`src/sv/ps2dec_pkg.sv`:
```
// Shared types, event codes and scan code tables for the PS/2 set 2 decoder.
// No dependencies; imported by ps2_set2_scancode_decoder_top and the testbench.
package ps2dec_pkg;

    typedef logic [7:0] t_byte;
    typedef logic [2:0] t_kind;
    typedef logic [2:0] t_led;

    // event kinds
    localparam t_kind KIND_MAKE        = 3'd0;
    localparam t_kind KIND_BREAK       = 3'd1;
    localparam t_kind KIND_PRTSC_MAKE  = 3'd2;
    localparam t_kind KIND_PRTSC_BREAK = 3'd3;
    localparam t_kind KIND_PAUSE       = 3'd4;
    localparam t_kind KIND_SYSRQ       = 3'd5;
    localparam t_kind KIND_UNKNOWN     = 3'd6;

    // LED bits
    localparam t_led LED_SCROLL = 3'b001;
    localparam t_led LED_NUM    = 3'b010;
    localparam t_led LED_CAPS   = 3'b100;

    // special bytes
    localparam t_byte SC_ESCAPE  = 8'he0;
    localparam t_byte SC_PAUSE   = 8'he1;
    localparam t_byte SC_BREAK   = 8'hf0;
    localparam t_byte SC_SYSRQ   = 8'h84;
    localparam t_byte SC_LSHIFT  = 8'h12;
    localparam t_byte SC_KPSTAR  = 8'h7c;
    localparam t_byte SC_LCTRL   = 8'h14;
    localparam t_byte SC_NUMLOCK = 8'h77;
    localparam t_byte SC_SCROLL  = 8'h7e;
    localparam t_byte SC_CAPS    = 8'h58;

    // result of decoding one byte
    typedef struct packed {
        logic  emit;
        t_kind kind;
        logic  esc;
        logic  upd;
    } t_dec_result;

    // device command responses, never key data
    function automatic logic is_response(input t_byte b);
        logic r;
        case (b) inside
            8'h00, 8'haa, 8'hee, 8'hfa, 8'hfc, 8'hfd, 8'hfe, 8'hff: r = 1'b1;
            default: r = 1'b0;
        endcase
        return r;
    endfunction

    function automatic logic is_plain_key(input t_byte b);
        logic r;
        unique case (b) inside
            8'h01, 8'h03, 8'h04, 8'h05, 8'h06, 8'h07, 8'h09, 8'h0a, 8'h0b, 8'h0c,
            8'h0d, 8'h0e, 8'h11, 8'h12, 8'h14, 8'h15, 8'h16, 8'h1a, 8'h1b, 8'h1c,
            8'h1d, 8'h1e, 8'h21, 8'h22, 8'h23, 8'h24, 8'h25, 8'h26, 8'h29, 8'h2a,
            8'h2b, 8'h2c, 8'h2d, 8'h2e, 8'h2f, 8'h31, 8'h32, 8'h33, 8'h34, 8'h35,
            8'h36, 8'h37, 8'h3a, 8'h3b, 8'h3c, 8'h3d, 8'h3e, 8'h3f, 8'h41, 8'h42,
            8'h43, 8'h44, 8'h45, 8'h46, 8'h49, 8'h4a, 8'h4b, 8'h4c, 8'h4d, 8'h4e,
            8'h52, 8'h54, 8'h55, 8'h58, 8'h59, 8'h5a, 8'h5b, 8'h5d, 8'h61, 8'h66,
            8'h69, 8'h6b, 8'h6c, 8'h70, 8'h71, 8'h72, 8'h73, 8'h74, 8'h75, 8'h76,
            8'h77, 8'h78, 8'h79, 8'h7a, 8'h7b, 8'h7c, 8'h7d, 8'h7e, 8'h83: r = 1'b1;
            default: r = 1'b0;
        endcase
        return r;
    endfunction

    function automatic logic is_escaped_key(input t_byte b);
        logic r;
        unique case (b) inside
            8'h10, 8'h11, 8'h14, 8'h15, 8'h1f, 8'h20, 8'h21, 8'h23, 8'h27, 8'h28,
            8'h2b, 8'h2f, 8'h30, 8'h32, 8'h34, 8'h37, 8'h38, 8'h3b, 8'h3f, 8'h48,
            8'h4a, 8'h4d, 8'h50, 8'h5a, 8'h5e, 8'h69, 8'h6b, 8'h6c, 8'h70, 8'h71,
            8'h72, 8'h74, 8'h75, 8'h7a, 8'h7d: r = 1'b1;
            default: r = 1'b0;
        endcase
        return r;
    endfunction

    // expected byte at Pause sequence positions 1..7
    function automatic t_byte pause_expect(input logic [2:0] pos);
        t_byte r;
        unique case (pos)
            3'd1:    r = SC_LCTRL;
            3'd2:    r = SC_NUMLOCK;
            3'd3:    r = SC_PAUSE;
            3'd4:    r = SC_BREAK;
            3'd5:    r = SC_LCTRL;
            3'd6:    r = SC_BREAK;
            3'd7:    r = SC_NUMLOCK;
            default: r = 8'h00;
        endcase
        return r;
    endfunction

endpackage

```
`src/sv/ps2_set2_scancode_decoder_top.sv`:
```
// PS/2 scan code set 2 decoder, top level.
// Depends on ps2dec_pkg (types, event codes, key tables).
//
// Usage
//   Scan channel  (i_scan_valid / o_scan_ready / i_scan_byte): one byte per
//   transaction, as received from the keyboard port.
//   Event channel (o_evt_valid / i_evt_ready / event fields): at most one event
//   per byte; bytes that are prefixes, sequence members or command responses
//   produce nothing.
//   Config channel (i_cfg_valid / o_cfg_ready / i_cfg_keyboard_enable): writes
//   the enable bit; always ready. Write only while the block is idle.
// Timing
//   Byte enters the input register at its transaction edge and is decoded
//   there against the sequence state; any event is then loaded into the output
//   register, which drives o_evt_valid. One byte per cycle sustained while no
//   event is held up there, a rate set by the single decode stage.
// Stalls
//   While the output register holds an unaccepted event, bytes that yield no
//   event still pass through; a byte that yields one waits in the input register
//   and o_scan_ready drops only then.
// Reset
//   Synchronous, active low: sequence trackers cleared, enable set, Num Lock LED on.
module ps2_set2_scancode_decoder_top (
    input  logic               i_clk,
    input  logic               i_rst_n,
    input  logic               i_scan_valid,
    output logic               o_scan_ready,
    input  ps2dec_pkg::t_byte  i_scan_byte,
    input  logic               i_cfg_valid,
    output logic               o_cfg_ready,
    input  logic               i_cfg_keyboard_enable,
    output logic               o_evt_valid,
    input  logic               i_evt_ready,
    output ps2dec_pkg::t_kind  o_event_kind,
    output logic               o_key_escaped,
    output ps2dec_pkg::t_byte  o_key_byte,
    output ps2dec_pkg::t_led   o_led_bits,
    output logic               o_led_update
);
    import ps2dec_pkg::*;

    // input stage
    logic        r_in_valid;
    t_byte       r_in_byte;

    // decoder state
    logic        r_kbd_enable;
    logic        r_escape_seen, n_escape_seen;
    logic        r_break_seen,  n_break_seen;
    logic [1:0]  r_prtsc_make_pos,  n_prtsc_make_pos;
    logic [2:0]  r_prtsc_break_pos, n_prtsc_break_pos;
    logic [2:0]  r_pause_pos, n_pause_pos;
    t_led        r_led_state, n_led_state;

    // output stage
    logic        r_out_valid;
    t_kind       r_out_kind;
    logic        r_out_esc;
    t_byte       r_out_byte;
    t_led        r_out_led;
    logic        r_out_upd;

    t_dec_result w_dec;
    logic        w_known;
    logic        w_done;
    logic        w_out_free;
    logic        w_dec_fire;

    assign o_cfg_ready = 1'b1;

    // ---------------------------------------------------------------------
    // Decode of the byte in the input register against the current state.
    // Follows the priority: enable and response filter, PrtSc make tracker, PrtSc break
    // tracker, Pause tracker, prefixes, SysRq, table lookup.
    // ---------------------------------------------------------------------
    always_comb begin
        n_escape_seen     = r_escape_seen;
        n_break_seen      = r_break_seen;
        n_prtsc_make_pos  = r_prtsc_make_pos;
        n_prtsc_break_pos = r_prtsc_break_pos;
        n_pause_pos       = r_pause_pos;
        n_led_state       = r_led_state;
        w_dec             = '0;
        w_known           = 1'b0;
        w_done            = 1'b0;

        if (!r_kbd_enable || is_response(r_in_byte)) begin
            w_done = 1'b1;
        end

        // Print Screen make: E0 12 E0 7C
        if (!w_done) begin
            case (r_prtsc_make_pos)
                2'd1: begin
                    if (r_in_byte == SC_LSHIFT) begin
                        n_prtsc_make_pos = 2'd2;
                        n_escape_seen    = 1'b0;
                        w_done           = 1'b1;
                    end else begin
                        n_prtsc_make_pos = 2'd0;
                    end
                end
                2'd2: begin
                    if (r_in_byte == SC_ESCAPE) begin
                        n_prtsc_make_pos = 2'd3;
                        w_done           = 1'b1;
                    end else begin
                        n_prtsc_make_pos = 2'd0;
                    end
                end
                2'd3: begin
                    n_prtsc_make_pos = 2'd0;
                    if (r_in_byte == SC_KPSTAR) begin
                        w_dec.emit = 1'b1;
                        w_dec.kind = KIND_PRTSC_MAKE;
                        w_done     = 1'b1;
                    end
                end
                default: n_prtsc_make_pos = 2'd0;
            endcase
        end

        // Print Screen break: E0 F0 7C E0 F0 12
        if (!w_done) begin
            case (r_prtsc_break_pos)
                3'd1: begin
                    if (r_in_byte == SC_BREAK) begin
                        n_prtsc_break_pos = 3'd2;
                        n_break_seen      = 1'b1;
                    end else begin
                        n_prtsc_break_pos = 3'd0;
                    end
                end
                3'd2: begin
                    if (r_in_byte == SC_KPSTAR) begin
                        n_prtsc_break_pos = 3'd3;
                        w_done            = 1'b1;
                    end else begin
                        n_prtsc_break_pos = 3'd0;
                    end
                end
                3'd3: begin
                    if (r_in_byte == SC_ESCAPE) begin
                        n_prtsc_break_pos = 3'd4;
                        w_done            = 1'b1;
                    end else begin
                        n_prtsc_break_pos = 3'd0;
                        n_escape_seen     = 1'b0;
                        n_break_seen      = 1'b0;
                    end
                end
                3'd4: begin
                    if (r_in_byte == SC_BREAK) begin
                        n_prtsc_break_pos = 3'd5;
                        w_done            = 1'b1;
                    end else begin
                        n_prtsc_break_pos = 3'd0;
                    end
                end
                3'd5: begin
                    n_prtsc_break_pos = 3'd0;
                    if (r_in_byte == SC_LSHIFT) begin
                        n_escape_seen = 1'b0;
                        n_break_seen  = 1'b0;
                        w_dec.emit    = 1'b1;
                        w_dec.kind    = KIND_PRTSC_BREAK;
                        w_done        = 1'b1;
                    end
                end
                default: n_prtsc_break_pos = 3'd0;
            endcase
        end

        // Pause: E1 14 77 E1 F0 14 F0 77; a mismatch swallows the byte
        if (!w_done && (r_pause_pos != 3'd0)) begin
            w_done = 1'b1;
            if (r_in_byte != pause_expect(r_pause_pos)) begin
                n_pause_pos = 3'd0;
            end else if (r_pause_pos == 3'd7) begin
                n_pause_pos = 3'd0;
                w_dec.emit  = 1'b1;
                w_dec.kind  = KIND_PAUSE;
            end else begin
                n_pause_pos = r_pause_pos + 3'd1;
            end
        end

        if (!w_done) begin
            if (r_in_byte == SC_ESCAPE) begin
                n_escape_seen     = 1'b1;
                n_prtsc_make_pos  = 2'd1;
                n_prtsc_break_pos = 3'd1;
            end else if (r_in_byte == SC_PAUSE) begin
                n_pause_pos = 3'd1;
            end else if (r_in_byte == SC_BREAK) begin
                n_break_seen = 1'b1;
            end else if (r_in_byte == SC_SYSRQ) begin
                // SysRq under a break prefix is dropped; prefixes are kept
                if (!n_break_seen) begin
                    w_dec.emit = 1'b1;
                    w_dec.kind = KIND_SYSRQ;
                end
            end else begin
                w_dec.esc = n_escape_seen;
                w_known   = n_escape_seen ? is_escaped_key(r_in_byte)
                                          : is_plain_key(r_in_byte);
                w_dec.emit = 1'b1;
                if (!w_known) begin
                    w_dec.kind = KIND_UNKNOWN;
                end else begin
                    w_dec.kind = n_break_seen ? KIND_BREAK : KIND_MAKE;
                    if (!n_escape_seen && !n_break_seen) begin
                        if (r_in_byte == SC_NUMLOCK) begin
                            n_led_state = r_led_state ^ LED_NUM;
                            w_dec.upd   = 1'b1;
                        end else if (r_in_byte == SC_SCROLL) begin
                            n_led_state = r_led_state ^ LED_SCROLL;
                            w_dec.upd   = 1'b1;
                        end else if (r_in_byte == SC_CAPS) begin
                            n_led_state = r_led_state ^ LED_CAPS;
                            w_dec.upd   = 1'b1;
                        end
                    end
                end
                // any finished key, known or not, ends all sequences
                n_escape_seen     = 1'b0;
                n_break_seen      = 1'b0;
                n_prtsc_make_pos  = 2'd0;
                n_prtsc_break_pos = 3'd0;
                n_pause_pos       = 3'd0;
            end
        end
    end

    // Handshake: output register frees when empty or taken; a byte with no
    // event never waits on the event side.
    assign w_out_free   = !r_out_valid || i_evt_ready;
    assign w_dec_fire   = r_in_valid && (!w_dec.emit || w_out_free);
    assign o_scan_ready = !r_in_valid || w_dec_fire;

    always_ff @(posedge i_clk) begin
        if (!i_rst_n) begin
            r_in_valid        <= 1'b0;
            r_kbd_enable      <= 1'b1;
            r_escape_seen     <= 1'b0;
            r_break_seen      <= 1'b0;
            r_prtsc_make_pos  <= 2'd0;
            r_prtsc_break_pos <= 3'd0;
            r_pause_pos       <= 3'd0;
            r_led_state       <= LED_NUM;
            r_out_valid       <= 1'b0;
        end else begin
            if (i_cfg_valid) begin
                r_kbd_enable <= i_cfg_keyboard_enable;
            end
            if (o_scan_ready) begin
                r_in_valid <= i_scan_valid;
            end
            if (w_dec_fire) begin
                r_escape_seen     <= n_escape_seen;
                r_break_seen      <= n_break_seen;
                r_prtsc_make_pos  <= n_prtsc_make_pos;
                r_prtsc_break_pos <= n_prtsc_break_pos;
                r_pause_pos       <= n_pause_pos;
                r_led_state       <= n_led_state;
            end
            if (w_out_free) begin
                r_out_valid <= w_dec_fire && w_dec.emit;
            end
        end
    end

    // payload registers, no reset
    always_ff @(posedge i_clk) begin
        if (o_scan_ready && i_scan_valid) begin
            r_in_byte <= i_scan_byte;
        end
        if (w_dec_fire && w_dec.emit) begin
            r_out_kind <= w_dec.kind;
            r_out_esc  <= w_dec.esc;
            r_out_byte <= r_in_byte;
            r_out_led  <= n_led_state;
            r_out_upd  <= w_dec.upd;
        end
    end

    assign o_evt_valid   = r_out_valid;
    assign o_event_kind  = r_out_kind;
    assign o_key_escaped = r_out_esc;
    assign o_key_byte    = r_out_byte;
    assign o_led_bits    = r_out_led;
    assign o_led_update  = r_out_upd;

    // ---------------------------------------------------------------------
    // Assertions
    // ---------------------------------------------------------------------
    a_esc_only_keys: assert property (@(posedge i_clk) disable iff (!i_rst_n)
        (r_out_valid && o_key_escaped) |->
            (r_out_kind == KIND_MAKE || r_out_kind == KIND_BREAK ||
             r_out_kind == KIND_UNKNOWN))
        else $error("escaped flag on a non-key event");

    a_led_upd_on_make: assert property (@(posedge i_clk) disable iff (!i_rst_n)
        (r_out_valid && o_led_update) |-> (r_out_kind == KIND_MAKE && !o_key_escaped))
        else $error("LED update on an event other than a plain make");

    a_disabled_silent: assert property (@(posedge i_clk) disable iff (!i_rst_n)
        (r_in_valid && !r_kbd_enable) |-> !w_dec.emit)
        else $error("event decoded while keyboard disabled");

    a_pause_excl_prtsc: assert property (@(posedge i_clk) disable iff (!i_rst_n)
        (r_pause_pos != 3'd0) |-> (r_prtsc_make_pos == 2'd0))
        else $error("Pause and Print Screen make tracked together");

endmodule

```
`config.mk`:
```
export PLATFORM = sky130hd
export DESIGN_NAME = ps2_set2_scancode_decoder_top
export DESIGN_NICKNAME = d
export VERILOG_FILES = /design/src/sv/ps2dec_pkg.sv /design/src/sv/ps2_set2_scancode_decoder_top.sv
export SDC_FILE = /design/constraint.sdc
export NUM_CORES = 1
export LEC_CHECK = 0
export CORE_UTILIZATION = 51
export CTS_CLUSTER_DIAMETER = 150
export DETAILED_ROUTE_END_ITERATION = 12
export DONT_BUFFER_PORTS = 1
export PLACE_DENSITY = 0.66
export SLEW_MARGIN = 20
export SYNTH_ARGS = -nofsm -noshare
export SYNTH_HDL_FRONTEND = slang
export SYNTH_SLANG_ARGS = --single-unit
```
`constraint.sdc`:
```
create_clock -name i_clk -period 4.2 [get_ports i_clk]
set_input_delay 0.63 -clock i_clk [delete_from_list [all_inputs] [get_ports i_clk]]
set_output_delay 0.63 -clock i_clk [all_outputs]
set_load 0.03 [all_outputs]
```
; Word-level counts from Yosys, hierarchy flattened
; Index checks and enable logic that the tools add are counted.
[word_totals]
regBits = 40
in_bits = 14
out_inout_bits = 19
[op_classes]
add_sub_neg = 1
eq_ne = 126
n_mux = 109
bitwise_logic = 5
reduce_logical = 26
[op_table]
columns = op, count
row1 = == test 8 x 7 -> 1 bit (second input constant), 43
row2 = == test 8 x 6 -> 1 bit (second input constant), 31
row3 = == test 8 x 5 -> 1 bit (second input constant), 12
row4 = == test 8 bit (second input constant), 12
row5 = OR reduction 89 bit, 1
row6 = two-way mux 3 bit, 27
row7 = == test 8 x 4 -> 1 bit (second input constant), 6
row8 = two-way mux 1 bit, 48
row9 = two-way mux 4 bit, 11
row10 = OR reduction 35 bit, 1
row11 = == test 8 x 3 -> 1 bit (second input constant), 4
row12 = one-hot mux 8 bit (4 select lines), 1
row13 = two-way mux 6 bit, 4
row14 = two-way mux 2 bit, 11
row15 = == test 3 bit (second input constant), 6
row16 = == test 3 x 2 -> 1 bit (second input constant), 4
row17 = one-hot mux 3 bit (4 select lines), 1
row18 = == test 8 x 1 -> 1 bit (second input constant), 1
row19 = == test 8 x 2 -> 1 bit (second input constant), 1
row20 = logical NOT 8 bit, 1
row21 = two-way mux 8 bit, 1
row22 = inequality test 8 bit, 1
row23 = OR reduction 8 bit, 1
row24 = logical NOT 1 bit, 7
row25 = 15 further kinds, 31

; Logic depth before layout (Yosys ltp)
; Gate-level depths: netlist of the first run.
[logic_depth]
word_depth = 24
mapped_depth = 11
ltp_nobuf = 10

; Least setup slack after synthesis of the first run
; No wires, ideal clock.
[synth_path]
path_kind = reg-to-reg
from = register r_pause_pos[0]
to = register r_out_kind[0], in the netlist o_event_kind[0], enable pin
setup_ns = 0.399
arrival_time_ns = 3.230
required_ns = 3.801
setup_slack_ns = 0.571
stages_incl_launch_ff = 10
path_buffers = 0
period_less_slack_ns = 3.629
cell_sequence = dfxtp_1 inv_1 ha_1 mux2_4 or4_1 a22oi_2 o211ai_1 nor4b_1 nand2_1 a31oi_1
[synth_via]
elab_chain_len = 17
[synth_rtl]
columns = item, line_no
row1 = start: declaration, ps2_set2_scancode_decoder_top.sv:52  ; logic [2:0] r_pause_pos, n_pause_pos;
row2 = start signal: assignment, ps2_set2_scancode_decoder_top.sv:264  ; r_pause_pos <= n_pause_pos;
row3 = "== test 3 bit, or another cell as far along", "ps2dec_pkg.sv:85, ps2_set2_scancode_decoder_top.sv:179"
row4 = OR reduction 2 bit (no source line), n/a
row5 = one-hot mux 8 bit (4 select lines), ps2dec_pkg.sv:85  ; unique case (pos)
row6 = two-way mux 8 bit, ps2_set2_scancode_decoder_top.sv:175  ; if (!w_done && (r_pause_pos != 3'd0)) begin
row7 = inequality test 8 bit, ps2_set2_scancode_decoder_top.sv:177  ; if (r_in_byte != pause_expect(r_pause_pos)) begin
row8 = two-way mux 4 bit, ps2_set2_scancode_decoder_top.sv:177
row9 = two-way mux 4 bit, ps2_set2_scancode_decoder_top.sv:175
row10 = two-way mux 4 bit, ps2_set2_scancode_decoder_top.sv:199  ; if (!n_break_seen) begin
row11 = two-way mux 4 bit, ps2_set2_scancode_decoder_top.sv:197  ; end else if (r_in_byte == SC_SYSRQ) begin
row12 = two-way mux 6 bit, ps2_set2_scancode_decoder_top.sv:195  ; end else if (r_in_byte == SC_BREAK) begin
row13 = two-way mux 6 bit, ps2_set2_scancode_decoder_top.sv:193  ; end else if (r_in_byte == SC_PAUSE) begin
row14 = two-way mux 6 bit, ps2_set2_scancode_decoder_top.sv:189  ; if (r_in_byte == SC_ESCAPE) begin
row15 = two-way mux 6 bit *, ps2_set2_scancode_decoder_top.sv:188  ; if (!w_done) begin
row16 = logical NOT 1 bit, ps2_set2_scancode_decoder_top.sv:238  ; assign w_dec_fire = r_in_valid && (!w_dec.emit || w_out_free);
row17 = logical OR 1 bit, ps2_set2_scancode_decoder_top.sv:238
row18 = logical AND 1 bit, ps2_set2_scancode_decoder_top.sv:238
row19 = logical AND 1 bit *, ps2_set2_scancode_decoder_top.sv:278  ; if (w_dec_fire && w_dec.emit) begin
row20 = end signal: assignment, ps2_set2_scancode_decoder_top.sv:279  ; r_out_kind <= w_dec.kind;
row21 = end: declaration, ps2_set2_scancode_decoder_top.sv:57  ; t_kind r_out_kind;
; Mark *: on every way between the ends. The rest lies on a longest branch, timed or not. The select of a mux whose other input is x is not followed.
; A chain may end at the register's enable or synchronous reset.

; Worst setup path after layout of the first run
[layout_path]
from = register r_in_byte[6]
to = output port o_scan_ready
[layout_via]
elab_chain_len = 22
[layout_rtl]
columns = item, line_no
row1 = start: declaration, ps2_set2_scancode_decoder_top.sv:44  ; t_byte r_in_byte;
row2 = start signal: assignment, ps2_set2_scancode_decoder_top.sv:276  ; r_in_byte <= i_scan_byte;
row3 = == test 8 bit or logical NOT 8 bit (tied branches), ps2_set2_scancode_decoder_top.sv:87  ; if (!r_kbd_enable || is_response(r_in_byte)) begin
row4 = OR reduction 8 bit, ps2dec_pkg.sv:46  ; case (b) inside
row5 = two-way mux 1 bit, ps2dec_pkg.sv:46
row6 = logical OR 1 bit, ps2_set2_scancode_decoder_top.sv:87
row7 = two-way mux 1 bit, ps2_set2_scancode_decoder_top.sv:87
row8 = two-way mux 4 bit, ps2_set2_scancode_decoder_top.sv:92  ; if (!w_done) begin
row9 = two-way mux 4 bit, ps2_set2_scancode_decoder_top.sv:162  ; if (r_in_byte == SC_LSHIFT) begin
row10 = two-way mux 4 bit, ps2_set2_scancode_decoder_top.sv:125  ; case (r_prtsc_break_pos)
row11 = [6 not listed], n/a
row12 = two-way mux 6 bit, ps2_set2_scancode_decoder_top.sv:195
row13 = two-way mux 6 bit, ps2_set2_scancode_decoder_top.sv:193
row14 = two-way mux 6 bit, ps2_set2_scancode_decoder_top.sv:189
row15 = two-way mux 6 bit *, ps2_set2_scancode_decoder_top.sv:188
row16 = logical NOT 1 bit *, ps2_set2_scancode_decoder_top.sv:238
row17 = logical OR 1 bit *, ps2_set2_scancode_decoder_top.sv:238
row18 = logical AND 1 bit *, ps2_set2_scancode_decoder_top.sv:238
row19 = logical OR 1 bit *, ps2_set2_scancode_decoder_top.sv:239  ; assign o_scan_ready = !r_in_valid || w_dec_fire;
row20 = end: declaration, ps2_set2_scancode_decoder_top.sv:27  ; output logic o_scan_ready,
; Mark *: on every way between the ends. The rest lies on a longest branch, timed or not.

==> results.md, run 1 <==
Drt:
- The number of iterations in the first detailed-routing pass is 5.
- The DRC violation count after routing is 0.
- After detailed routing, the average wire length per cell comes to 19.1 µm.
- The detailed-route via count is 2,963.
- The highest routing layer actually used is met4.
- The routed design uses 789 µm of met3 wire.
- The count of nets left with antenna violations once routing finished came out at 0.
- The total detailed-routing wirelength is 8380 µm.
- The detailed router finished its first iteration with 365 violations.
- The average vias per placed instance is 6.76.
- After detailed routing, the wire length on met1 is 3580 µm.
- Summed over all nets, wire length on met2 after detailed routing comes to 3840 µm.

STA:
- The final setup skew is 0.00644 ns.
- In the finished design, the share of the clock period the worst path needs comes to 93.1%.
- The count of final setup violators is 0.
- The worst-margin pin slew is 0.861 ns.
- Headroom to the max-slew limit came out at 42.6%.
- The maximum clock frequency is 0.256 GHz.
- The final hold slack is 0.392 ns.
- Setup repair after global routing left no endpoint under its margin.
- For the final routed database, the setup TNS stands at 0 ns.
- The final count of hold timing violations is 0.
- The smallest clock period supported by the final layout is computed as 3.91 ns.
- The count of pins over their slew limit is 0.

Setup path:
- At the worst endpoint, the required time is 3.57 ns.
- The sort of element at the end of the critical path is a primary output.
- The cell family contributing the most delay on the critical path is simple AND/OR/NAND/NOR gates.
- The critical path goes through nor4_1, o2bb2a_4, nand3_1, or3_4, or4_4, a31oi_1, nand2_1.
- The critical path start-end classification is register to primary output.
- The worst reg-to-reg path cell count is 9.
- The biggest fanout along the worst timing path is 27.
- The buffer and inverter count on the worst path is 0.
- STA classifies the critical path startpoint as a register.
- On the worst path, the slowest cell contributes a delay of 0.92 ns.
- The total stage count of the critical path is 7.
- For the worst setup path, the data arrival time is 3.28 ns.
- The cell with the largest stage delay on the worst path is sky130_fd_sc_hd__edfxtp_1.

Clock tree:
- The clock reaches the later pin of the worst-skew pair after 0.30 ns.
- The number of hold buffers added after CTS was 0.
- TritonCTS built the clock tree.
- The total clock buffers created by CTS is 5.
- The CTS H-tree depth is 2.
- Post-CTS repair changed the size of 0 cells.
- The register clock-pin slew on the reported worst setup and hold paths is 0.09 ns.
- The root buffer selected by CTS is sky130_fd_sc_hd__clkbuf_8.
- The number of buffers between clock root and the deepest sink is 2.
- The clock sink count is 40.
- The post-CTS setup-driven buffer insertion count is 0.

Pwr:
- In this run, the combinational gates consume 15.2% of the power.
- The internal power of the cells totals 0.670 mW.
- For this design the static power due to leakage is 1.17 nW.
- In this run switching power makes up 30.1% of total power.
- In this run, flip-flops and latches consume 49.9% of the power.
- The largest voltage drop on the vdd net is 0.181 mV.
- The net switching power is 0.289 mW.
- The power per unit of standard cell area is 283 nW/µm².
- The part of the total power dissipated in the clock network is 34.9%.

Global route:
- The global-route wire length before repair is 13,700 µm.
- Entering global routing, the biggest net connects 28 pins.
- Global routing finished with a remaining overflow of 0.
- The number of antenna violations at the first check in global routing is 0.
- The number of global-route vias before repair came to 2,649.
- The global-route total usage across every layer is 27.3%.

Die:
- The standard-cell row count is 28.
- The floorplan die area is 6620 µm².
- For this configuration, the core starts out at a cell density of 53.6%.
- The die extent in x is 81.3 µm.
- From bottom edge to top edge, the die measures 81.3 µm.
- The I/O pin count is 33.
- The floorplan core area is 5990 µm².

Min path:
- The cell depth of the worst hold path is 1.
- The min-delay analysis places its worst path in the category input port to register.

Layout:
- Leaving out fill and tap cells, the most frequent cells in the layout are sky130_fd_sc_hd__nand2_1, sky130_fd_sc_hd__edfxtp_1, sky130_fd_sc_hd__o21ai_0, sky130_fd_sc_hd__a21oi_1, sky130_fd_sc_hd__nor2_1.
- The leading cell type in the layout, fill and taps excluded is sky130_fd_sc_hd__nand2_1.
- The area added between synthesis and finish is 5.57%.
- The fraction of layout cells with a size suffix above 1 is 12.1%.
- The count of filler cells inserted in the layout is 535.
- After the last flow step, the layout net total stands at 386.
- 0 antenna diodes ended up in the layout.
- Cells fill 56.6% of the core in the end.

Synthesis:
- The share of the Yosys chip area taken by registers is 32.4%.
- The unique cell type count in the Yosys netlist is 81.
- The average footprint of a synthesized cell is 8.72 µm².
- The largest area contributor in the synthesized netlist is sky130_fd_sc_hd__edfxtp_1.
- For this run, the number of Yosys warnings is 0.
- The async set-or-reset flop fraction in the synthesized netlist is 0%.
- The net count of the mapped netlist is 392.
- The cell count after synthesis is 368.
- Yosys attributes the largest share of cell area to sky130_fd_sc_hd__edfxtp_1, sky130_fd_sc_hd__dfxtp_1, sky130_fd_sc_hd__ha_1.
- Of the post-synthesis cell area, the dominant cell type holds 22.4%.
- The synthesized design contains 40 register bits.
- The number of synthesized flops with an enable pin is 24.
- In this run the cell area of the synthesized design comes to 3210 µm².
- For this run, the leading register cell type out of synthesis is sky130_fd_sc_hd__edfxtp_1.

Place:
- Detailed placement ended at an HPWL of 6150 µm.
- The count of buffers added on input and output ports is 0.
- The congestion estimate from routability-driven global placement came to 0.950.

Job:
- Max-cap violations in this run came to 0.

Run status:
- The flow ran to the end, and the final reports show no timing, DRC or antenna violations.
## metal layers
metal | vias to the layer above | track usage, %
met5 | - | 0
met2 | 175 | 42.1
li1 | 1398 | -
met3 | 23 | 4.38
met4 | 0 | 8.75
met1 | 1367 | 38.4
## flip-flops by register name, indices dropped and copies added, names as in the netlist
register	flops
r_led_state	3
o_led_bits	3
r_prtsc_make_pos	2
o_key_byte	8
r_break_seen	1
o_event_kind	3
o_key_escaped	1
r_pause_pos	3
r_in_byte	8
r_escape_seen	1
r_prtsc_break_pos	3
o_led_update	1
o_evt_valid	1
r_kbd_enable	1
r_in_valid	1
## through the flow
step                      cells  cell area, µm²  setup slack [ns]  power (mW)
after floorplan             368            3210             0.571       0.593
after global placement      430            3280             0.696       0.628
after detailed placement    430            3280             0.670       0.629
after CTS                   438            3390             0.341       0.962
after global routing        438            3390            0.0419        1.00
final                       438            3390             0.290       0.959
## worst reg2reg max path: cells and delay by family (launching register included)
kind / cells / cell delay (ns)
DFF: 1 / 0.66
AOI/OAI and AO/OA: 3 / 0.56
buffers and inverters: 1 / 0.21
and+or+nand+nor: 5 / 1.87
## power by group through the flow
stage | Combinational (mW) | Clock [mW] | Sequential [mW]
floorplan | 0.125 | 0 | 0.468
global placement | 0.142 | 0 | 0.486
detailed placement | 0.142 | 0 | 0.487
CTS | 0.143 | 0.340 | 0.478
global route | 0.160 | 0.357 | 0.482
finish | 0.146 | 0.335 | 0.479
## cells in the mapped netlist, types with 5 or more instances
master and count:
sky130_fd_sc_hd__a21oi_1 21, sky130_fd_sc_hd__a31oi_1 10, sky130_fd_sc_hd__and3_1 7, sky130_fd_sc_hd__buf_1 6, sky130_fd_sc_hd__buf_2 7, sky130_fd_sc_hd__clkbuf_1 8, sky130_fd_sc_hd__dfxtp_1 16, sky130_fd_sc_hd__edfxtp_1 24
sky130_fd_sc_hd__ha_1 10, sky130_fd_sc_hd__inv_1 14, sky130_fd_sc_hd__nand2_1 27, sky130_fd_sc_hd__nand2b_1 9, sky130_fd_sc_hd__nand3_1 13, sky130_fd_sc_hd__nand4_1 9, sky130_fd_sc_hd__nand4b_1 5, sky130_fd_sc_hd__nor2_1 20
sky130_fd_sc_hd__nor2b_1 10, sky130_fd_sc_hd__nor3_1 13, sky130_fd_sc_hd__nor4_1 7, sky130_fd_sc_hd__o21a_1 5, sky130_fd_sc_hd__o21ai_0 21, sky130_fd_sc_hd__o21ai_1 5, sky130_fd_sc_hd__or3_1 6
## area by class of cell
cell class / count / area, µm² / area share, %
tap: 75 / 93.8 / 2.77
clock inverter: 3 / 45.0 / 1.33
inverter: 14 / 52.6 / 1.55
sequential: 40 / 1040 / 30.7
multi-input combinational: 289 / 2000 / 59.0
clock buffer: 5 / 68.8 / 2.03
timing repair buffer: 12 / 90.1 / 2.66
## kinds of logic (layout without fill, tap and decap cells)
| group | Yosys count | count (layout) | share of synthesized area (%) |
|---|---|---|---|
| AO/OA/AOI/OAI | 106 | 106 | 23.6 |
| XOR/XNOR | 7 | 7 | 1.91 |
| adder cells (fa/ha/maj) | 10 | 10 | 3.90 |
| buffers and inverters | 39 | 34 | 5.53 |
| flip-flops | 40 | 40 | 32.4 |
| multiplexers | 6 | 6 | 2.07 |
| other | 1 | 1 | 0.117 |
| AND/OR/NAND/NOR | 159 | 159 | 30.4 |
## path summary, 6_finish.rpt
kind / from / to / slack, ns
setup / recovery: r_in_byte[6]$_DFFE_PP_ / o_scan_ready / 0.29
hold / removal: i_rst_n / r_kbd_enable$_SDFFE_PN1P_ / 0.39
setup reg to reg: r_in_byte[0]$_DFFE_PP_ / o_led_bits[0]$_DFFE_PP_ / 0.61
hold reg to reg: r_led_state[0]$_SDFFE_PN0P_ / r_led_state[0]$_SDFFE_PN0P_ / 0.49
(Power assumes the default switching activity.)
==> inputs of run 2 (changes only) <==
SETUP_SLACK_MARGIN = 0.5   (was not set)
==> results.md, run 2 (synthesis gave the netlist of run 1 again) <==
Setup path:
- For this design, the slowest cell found on the critical path is sky130_fd_sc_hd__or4_1.
- The longest individual stage delay on the worst path is 0.53 ns (-0.39 ns).
- The worst setup path is captured at a primary output.
- The startpoint of the worst register-to-register path is r_in_byte[3]$_DFFE_PP_.
- The termination of the worst setup path is o_scan_ready.
- The biggest fanout along the worst timing path came to 5 (-81%).
- The worst reg-to-reg path cell count is 9 (unchanged).
- The worst setup path is of the register to primary output kind.
- The element type at the critical path start is a register.
- The arrival time at the worst endpoint is 2.96 ns (-0.32 ns).
- The slack of the worst reg-to-reg path is 0.71 ns (+0.10 ns).
- The critical path goes through inv_1, ha_1, mux2_4, or4_1, a22oi_2, o211ai_1, or4_4, a31oi_4, nand2_4.
- The worst register-to-register path ends at o_led_bits[0]$_DFFE_PP_.
- The worst setup path startpoint is r_pause_pos[0]$_SDFFE_PN0P_.
- The data required time at the worst endpoint was 3.57 ns (about the same).

STA:
- The share of the cycle needed by the critical path after routing is 85.5% (-7.6 points).
- The final setup skew is 0.00944 ns (+0.00300 ns).
- The count of final setup violators is 0 (unchanged).
- The worst-margin pin slew is 0.760 ns (-0.102 ns).
- The headroom to the max-slew limit is 48.6% (+6.1 points).
- The post-layout minimum cycle time came to 3.59 ns (-0.318 ns).
- The final sum of negative setup slack is 0 ns (unchanged).
- The final count of hold timing violations came to 0 (unchanged).
- The final hold slack came to 0.392 ns (+0.000394 ns).
- Setup repair after global routing left no endpoint under its margin.
- The maximum clock frequency was 0.278 GHz (+8.9%).
- The count of pins over their slew limit is 0 (unchanged).

Pwr:
- The share of total power consumed by net switching is 30.4% (+0.27 points).
- The power per unit of standard cell area is 277 nW/µm² (-2.0%).
- The combinational fraction of design power is 17.2% (+2.0 points).
- The reported leakage power is 1.24 nW (+5.8%).
- The largest voltage drop on the vdd net is 0.181 mV (-0.14%).
- The net switching power is 0.296 mW (+2.4%).
- The internal power is 0.678 mW (+1.2%).
- The part of the total power dissipated in sequential elements is 48.3% (-1.6 points).
- The part of the total power dissipated in the clock network is 34.5% (-0.4 points).

Drt:
- The starting DRC count in detailed routing is 371 (+1.6%).
- The average vias per placed instance was 6.77 (about the same).
- The total detailed-routing wirelength is 8680 µm (+3.5%).
- The number of nets with antenna violations after routing is 0 (unchanged).
- The number of iterations in the first detailed-routing pass is 6 (+1).
- The detailed-route via count is 3,039 (+2.6%).
- The average wire length per cell after detail routing was 19.3 µm (+0.99%).
- The DRC violation count after routing is 0 (unchanged).

Layout:
- The fraction of layout cells with a size suffix above 1 came to 16.3% (+4.2 points).
- The count of filler cells inserted in the layout came to 522 (-2.4%).
- The net count of the finished layout is 397 (+2.8%).
- The number of diodes is 0 (unchanged).
- Leaving out fill and tap cells, the most frequent cells in the layout are sky130_fd_sc_hd__nand2_1, sky130_fd_sc_hd__edfxtp_1, sky130_fd_sc_hd__buf_4.
- The final standard cell area without fillers is 3510 µm² (+3.6%).
- The library cell used most frequently in the layout, excluding fill and tap cells, is sky130_fd_sc_hd__nand2_1.
- Compared with the post-synthesis result, the final layout area differs by 9.35%.

Global route:
- The largest net degree at the start of global routing is 22 (-21%).
- The global-route total usage across every layer is 27.7% (+0.40 points).
- The number of global-route vias before repair came to 2,691 (+1.6%).
- The number of antenna violations at the first check in global routing is 0 (unchanged).
- The total grt overflow was 0 (unchanged).
- The global-route wire length before repair is 13,900 µm (+1.3%).

Min path:
- The tightest min-delay check is of the input port to register type.

Die:
- The floorplan die area is 6620 µm² (unchanged).
- The die extent in x came to 81.3 µm (unchanged).
- The y dimension of the die is 81.3 µm (unchanged).
- The starting density of the core is 53.6% (unchanged).
- The standard-cell row count is 28 (unchanged).
- The I/O pin count came to 33 (unchanged).
- The floorplan core area is 5990 µm² (unchanged).

Clock tree:
- The register clock-pin slew on the reported worst setup and hold paths came to 0.09 ns (about the same).
- The total clock buffers created by CTS came to 5 (unchanged).
- TritonCTS built the clock tree.
- The clock sink count is 40 (unchanged).
- The root buffer selected by CTS is sky130_fd_sc_hd__clkbuf_8.
- The clock latency reported for the late side of the worst-skew pair is 0.30 ns (about the same).
- The number of buffers between clock root and the deepest sink is 2 (unchanged).
- The CTS H-tree depth is 2 (unchanged).

Place:
- The detailed placement HPWL is 6150 µm (unchanged).
- The placer congestion estimate is 0.950 (unchanged).
- The number of buffers added on ports came to 0 (unchanged).
- The placement-stage cell area was 3280 µm² (unchanged).

Job:
- The count of maximum capacitance violations is 0 (unchanged).

Run status:
- The flow ran to the end, and the final reports show no timing, DRC or antenna violations.
## run 2: worst min-delay path by stage
stage / endpoint / cells after the start / slack [ns] / startpoint
after global placement: r_led_state[2]$_SDFFE_PN0P_ / 2 / 0.47 / r_led_state[2]$_SDFFE_PN0P_
after floorplan: o_key_byte[1]$_DFFE_PP_ / 0 / 0.45 / r_in_byte[1]$_DFFE_PP_
after global routing: r_kbd_enable$_SDFFE_PN1P_ / 1 / 0.38 / i_rst_n
final: r_kbd_enable$_SDFFE_PN1P_ / 1 / 0.39 / i_rst_n
after CTS: r_kbd_enable$_SDFFE_PN1P_ / 1 / 0.39 / i_rst_n
after detailed placement: r_led_state[0]$_SDFFE_PN0P_ / 2 / 0.48 / r_led_state[0]$_SDFFE_PN0P_
## run 2: through the flow
stage / power (mW) / setup WS (ns) / std cells / utilization [%]
final: 0.974 / 0.608 / 449 / 58.6
after global routing: 1.01 / 0.501 / 449 / 58.6
after CTS: 0.964 / 0.544 / 440 / 57.0
after detailed placement: 0.629 / 0.670 / 430 / 54.7
after global placement: 0.628 / 0.696 / 430 / 54.7
after floorplan: 0.593 / 0.571 / 368 / -
## run 2: routing by layer
metal | vias to the layer above | global-route usage [%] | part of all wire, %
met5 | - | 0 | 0
met1 | 1418 | 38.8 | 43
met2 | 172 | 42.8 | 46
met3 | 28 | 4.38 | 8.2
li1 | 1421 | - | -
met4 | 0 | 9.29 | 2.0
## run 2: repair_timing
| item | in CTS | in global routing |
|---|---|---|
| resized for setup | 3 | 5 |
| endpoints found under the setup margin | 1 | 17 |
| hold endpoints to repair | 0 | 0 |
| hold buffers | 0 | 0 |
| buffers inserted | 2 | 9 |
| pin swaps | 0 | 0 |
## run 2: critical path, delay by kind of cell, from the launching register on
| kind | cells | cell delay (ns) |
|---|---|---|
| AO/OA/AOI/OAI | 3 | 0.53 |
| AND/OR/NAND/NOR | 3 | 1.13 |
| buffers and inverters | 1 | 0.10 |
| adder cells (fa/ha/maj) | 1 | 0.24 |
| multiplexers | 1 | 0.28 |
| flip-flops | 1 | 0.39 |
## run 2: final cells by class
cell class / instances / area (µm²) / area share, %
inverters: 14 / 52.6 / 1.50
flip-flops and latches: 40 / 1040 / 29.7
multi-input cells: 289 / 2040 / 58.0
clock buffers: 5 / 68.8 / 1.96
repair buffers: 23 / 173 / 4.92
well taps: 75 / 93.8 / 2.67
clock inverters: 3 / 45.0 / 1.28
## run 2: power groups by stage
stage / Sequential (mW) / Combinational, mW / Clock, mW
2_1_floorplan: 0.468 / 0.125 / 0
3_3_place_gp: 0.486 / 0.142 / 0
3_5_place_dp: 0.487 / 0.142 / 0
4_1_cts: 0.476 / 0.148 / 0.340
5_1_grt: 0.473 / 0.182 / 0.357
6_report: 0.470 / 0.167 / 0.337
==> inputs of run 3 (changes only) <==
ABC_AREA = 1   (was not set)
==> results.md, run 3 <==
Setup path:
- The slack of the worst reg-to-reg path is 1.05 ns (+0.34 ns).
- The biggest fanout along the worst timing path is 5 (unchanged).
- The arrival time at the worst endpoint is 2.71 ns (-0.25 ns).
- The startpoint of the worst register-to-register path is r_in_byte[1]$_DFFE_PP_.
- The worst setup path is launched from a register.
- The worst reg-to-reg path cell count was 15 (+6).
- The worst register-to-register path ends at o_key_byte[2]$_DFFE_PP_.
- The data required time at the worst endpoint is 3.57 ns (about the same).
- The critical path start-end classification is register to primary output.
- STA classifies the critical path endpoint as a primary output.
- The most critical setup path has its startpoint at r_pause_pos[0]$_SDFFE_PN0P_.

Synthesis:
- The largest area contributor in the synthesized netlist is sky130_fd_sc_hd__edfxtp_1.
- The xor/xnor cell area share of the yosys netlist is 1.13% (-0.78 points).
- By area the synthesized netlist is led by sky130_fd_sc_hd__edfxtp_1, sky130_fd_sc_hd__nand2_1, sky130_fd_sc_hd__dfxtp_1.
- The mux contribution to synthesized area is 0% (-2.1 points).
- The area fraction of the dominant cell type after synthesis was 23.3% (+0.84 points).
- The register area share after synthesis is 33.6% (+1.2 points).
- The number of warnings printed during yosys synthesis is 0 (unchanged).
- The fraction of the mapped netlist area in simple logic gates is 39.1% (+8.7 points).
- The async set-or-reset flop fraction in the synthesized netlist is 0% (unchanged).
- The number of synthesized flops with an enable pin is 24 (unchanged).
- The average footprint of a synthesized cell is 6.76 µm² (-23%).
- The fraction of the mapped netlist area in adder cells is 4.04% (+0.15 points).
- The total standard cell area after synthesis is 3090 µm² (-3.6%).
- The net count of the mapped netlist is 482 (+23%).
- By area, the combinational part of the netlist is dominated by simple AND/OR/NAND/NOR gates.
- The count of state elements after synthesis was 40 (unchanged).
- The cell count after synthesis is 458 (+24%).
- The most common flop cell mapped by yosys is sky130_fd_sc_hd__edfxtp_1.
- By instance count, the leading cell after synthesis is sky130_fd_sc_hd__nand2_1.
- The unique cell type count in the Yosys netlist was 37 (-54%).
- In the synthesized netlist, the cells that appear most often are sky130_fd_sc_hd__nand2_1, sky130_fd_sc_hd__nor2_1, sky130_fd_sc_hd__inv_1, sky130_fd_sc_hd__nand3_1.
- The share of the synthesized area in compound gates (AO/OA/AOI/OAI) is 11.9% (-12 points).

Layout:
- The net count of the finished layout is 482 (+21%).
- The area used by sequential logic in the layout is 1040 µm² (-0.12%).
- The final core utilization is 55.3% (-3.3 points).
- The top cell types in the final layout, fill and taps aside, are sky130_fd_sc_hd__nand2_1, sky130_fd_sc_hd__nor2_1, sky130_fd_sc_hd__inv_1.
- The fraction of layout cells with a size suffix above 1 is 12.9% (-3.5 points).
- The number of cells in the finished layout apart from fillers is 534 (+19%).
- The count of filler cells inserted in the layout is 620 (+19%).
- The area taken by multi-input logic gates is 1740 µm² (-14%).
- The leading cell type in the layout, fill and taps excluded is sky130_fd_sc_hd__nand2_1.
- The number of diodes was 0 (unchanged).
- Relative to the synthesized area, the layout overhead comes to 5.14%.

Die:
- The floorplan core area was 5890 µm² (-1.8%).
- The floorplan die area came to 6380 µm² (-3.5%).
- The standard-cell row count is 28 (unchanged).
- The starting density of the core was 52.6% (-1.0 points).
- The y dimension of the die is 79.9 µm (-1.8%).
- The I/O pin count is 33 (unchanged).
- The die extent in x is 79.9 µm (-1.8%).

Clock tree:
- The CTS H-tree depth is 2 (unchanged).
- The tree is rooted in a sky130_fd_sc_hd__clkbuf_8.
- The number of buffers between clock root and the deepest sink is 2 (unchanged).
- The register clock-pin slew on the reported worst setup and hold paths came to 0.09 ns (about the same).
- The total clock buffers created by CTS is 5 (unchanged).
- The clock sink count came to 40 (unchanged).
- The post-CTS setup-driven buffer insertion count came to 0 (-2).
- The clock latency reported for the late side of the worst-skew pair is 0.31 ns (about the same).
- The clock tree from TritonCTS is done.

Drt:
- The average wire length per cell after detail routing came to 14.8 µm (-23%).
- The number of iterations in the first detailed-routing pass is 5 (-1).
- The detailed-route via count was 2,921 (-3.9%).
- The DRC violation count after routing came to 0 (unchanged).
- The number of nets with antenna violations after routing is 0 (unchanged).
- The starting DRC count in detailed routing is 210 (-43%).
- The total detailed-routing wirelength is 7920 µm (-8.8%).
- The average vias per placed instance was 5.47 (-19%).

STA:
- The maximum clock frequency was 0.299 GHz (+7.6%).
- The share of the cycle needed by the critical path after routing is 79.5% (-6.0 points).
- The worst-margin pin slew is 0.495 ns (-0.264 ns).
- The final setup skew was 0.0161 ns (+0.00671 ns).
- The headroom to the max-slew limit came to 66.9% (+18 points).
- The count of final setup violators is 0 (unchanged).
- The final count of hold timing violations is 0 (unchanged).
- The final sum of negative setup slack is 0 ns (unchanged).
- Setup repair after global routing left no endpoint under its margin.
- The post-layout minimum cycle time is 3.34 ns (-0.253 ns).
- The count of pins over their slew limit was 0 (unchanged).

Global route:
- The global-route total usage across every layer is 26.7% (-0.97 points).
- The global-route wire length before repair is 12,900 µm (-7.2%).
- The global-route track usage on met2 is 42.8% (about the same).
- The met3 usage was 6.17% (+1.8 points).
- The fraction of met1 tracks used by global routing is 35.2% (-3.6 points).
- The total grt overflow was 0 (unchanged).
- The number of global-route vias before repair is 2,747 (+2.1%).
- met2 is the most crowded layer.
- The largest net degree at the start of global routing is 17 (-23%).
- The number of antenna violations at the first check in global routing came to 0 (unchanged).

Pwr:
- The reported leakage power is 1.49 nW (+20%).
- The largest voltage drop on the vdd net was 0.197 mV (+9.0%).
- The power per unit of standard cell area is 302 nW/µm² (+8.7%).

Place:
- The placed cell count is 526 (+22%).
- The number of buffers added on ports is 0 (unchanged).
- The detailed placement HPWL was 6310 µm (+2.6%).
- The placer congestion estimate was 0.984 (+3.6%).

Run status:
- The run finished with clean final reports.

Min path:
- The startpoint identified for the worst hold timing path is i_scan_byte[1].
- The path with the worst hold slack has its endpoint at r_in_byte[1]$_DFFE_PP_.
- The cell depth of the worst hold path is 0 (-1).
- The min-delay analysis places its worst path in the category input port to register.

Job:
- The count of maximum capacitance violations is 0 (unchanged).
[run 3: worst max-delay path by stage]
stage                                 to  slack [ns]
6_report                    o_scan_ready        0.86
5_1_grt                     o_scan_ready        0.61
4_1_cts                     o_scan_ready        0.68
3_5_place_dp     o_key_byte[1]$_DFFE_PP_        0.70
3_3_place_gp     o_key_byte[1]$_DFFE_PP_        0.76
2_1_floorplan  o_event_kind[0]$_DFFE_PP_        1.44
[run 3: per-layer routing]
| layer | routed length (µm) | vias to the layer above |
|---|---|---|
| met5 | 0 | - |
| met4 | 98 | 0 |
| met3 | 488 | 9 |
| met2 | 3660 | 118 |
| met1 | 3670 | 1314 |
| li1 | - | 1480 |
[run 3: metrics by stage]
step / hold slack, ns / power [mW] / setup WS [ns] / area (µm²)
floorplan: 0.421 / 0.638 / 1.44 / 3090
global placement: 0.513 / 0.679 / 0.764 / 3140
detailed placement: 0.514 / 0.679 / 0.702 / 3140
CTS: 0.406 / 0.986 / 0.682 / 3250
global route: 0.401 / 1.03 / 0.608 / 3250
finish: 0.412 / 0.981 / 0.861 / 3250
[run 3: power by group]
| group | internal (mW) | total, mW | leakage (nW) | switching (mW) |
|---|---|---|---|---|
| logic | 0.0552 | 0.188 | 1.07 | 0.133 |
| registers | 0.444 | 0.485 | 0.359 | 0.0408 |
| clock network | 0.168 | 0.308 | 0.0570 | 0.140 |
[run 3: logic make-up (layout without fill, tap and decap cells)]
family                   Yosys count  count (layout)
buffers and inverters             76              77
adder cells (fa/ha/maj)           10              10
other                              1               1
XOR/XNOR                           4               4
AO/OA/AOI/OAI                     60              60
AND/OR/NAND/NOR                  267             267
flip-flops                        40              40
[run 3: cell type report]
cell class | count | share of cell area [%]
clock buffer | 7 | 3.31
tap | 75 | 2.88
clock inverter | 1 | 0.115
sequential | 40 | 32.0
multi-input combinational | 342 | 53.6
inverter | 69 | 8.08
[run 3: critical path, stage by stage (launching register included)]
cell	delay, ns
sky130_fd_sc_hd__dfxtp_1	0.43
sky130_fd_sc_hd__inv_1	0.11
sky130_fd_sc_hd__ha_1	0.22
sky130_fd_sc_hd__o21ai_1	0.30
sky130_fd_sc_hd__nand2_1	0.12
sky130_fd_sc_hd__nor2_1	0.14
sky130_fd_sc_hd__nand2_1	0.06
sky130_fd_sc_hd__o21ai_0	0.07
sky130_fd_sc_hd__nand2_1	0.10
sky130_fd_sc_hd__inv_1	0.10
sky130_fd_sc_hd__nand3_1	0.12
sky130_fd_sc_hd__nor2_2	0.15
sky130_fd_sc_hd__nor2_2	0.06
sky130_fd_sc_hd__nand2_4	0.12
sky130_fd_sc_hd__nand3_1	0.32
[run 3: timing repair]
item                       4_1_cts  5_1_grt
hold buffers                     0        0
setup endpoints to repair        0       17
resized for setup                0        2
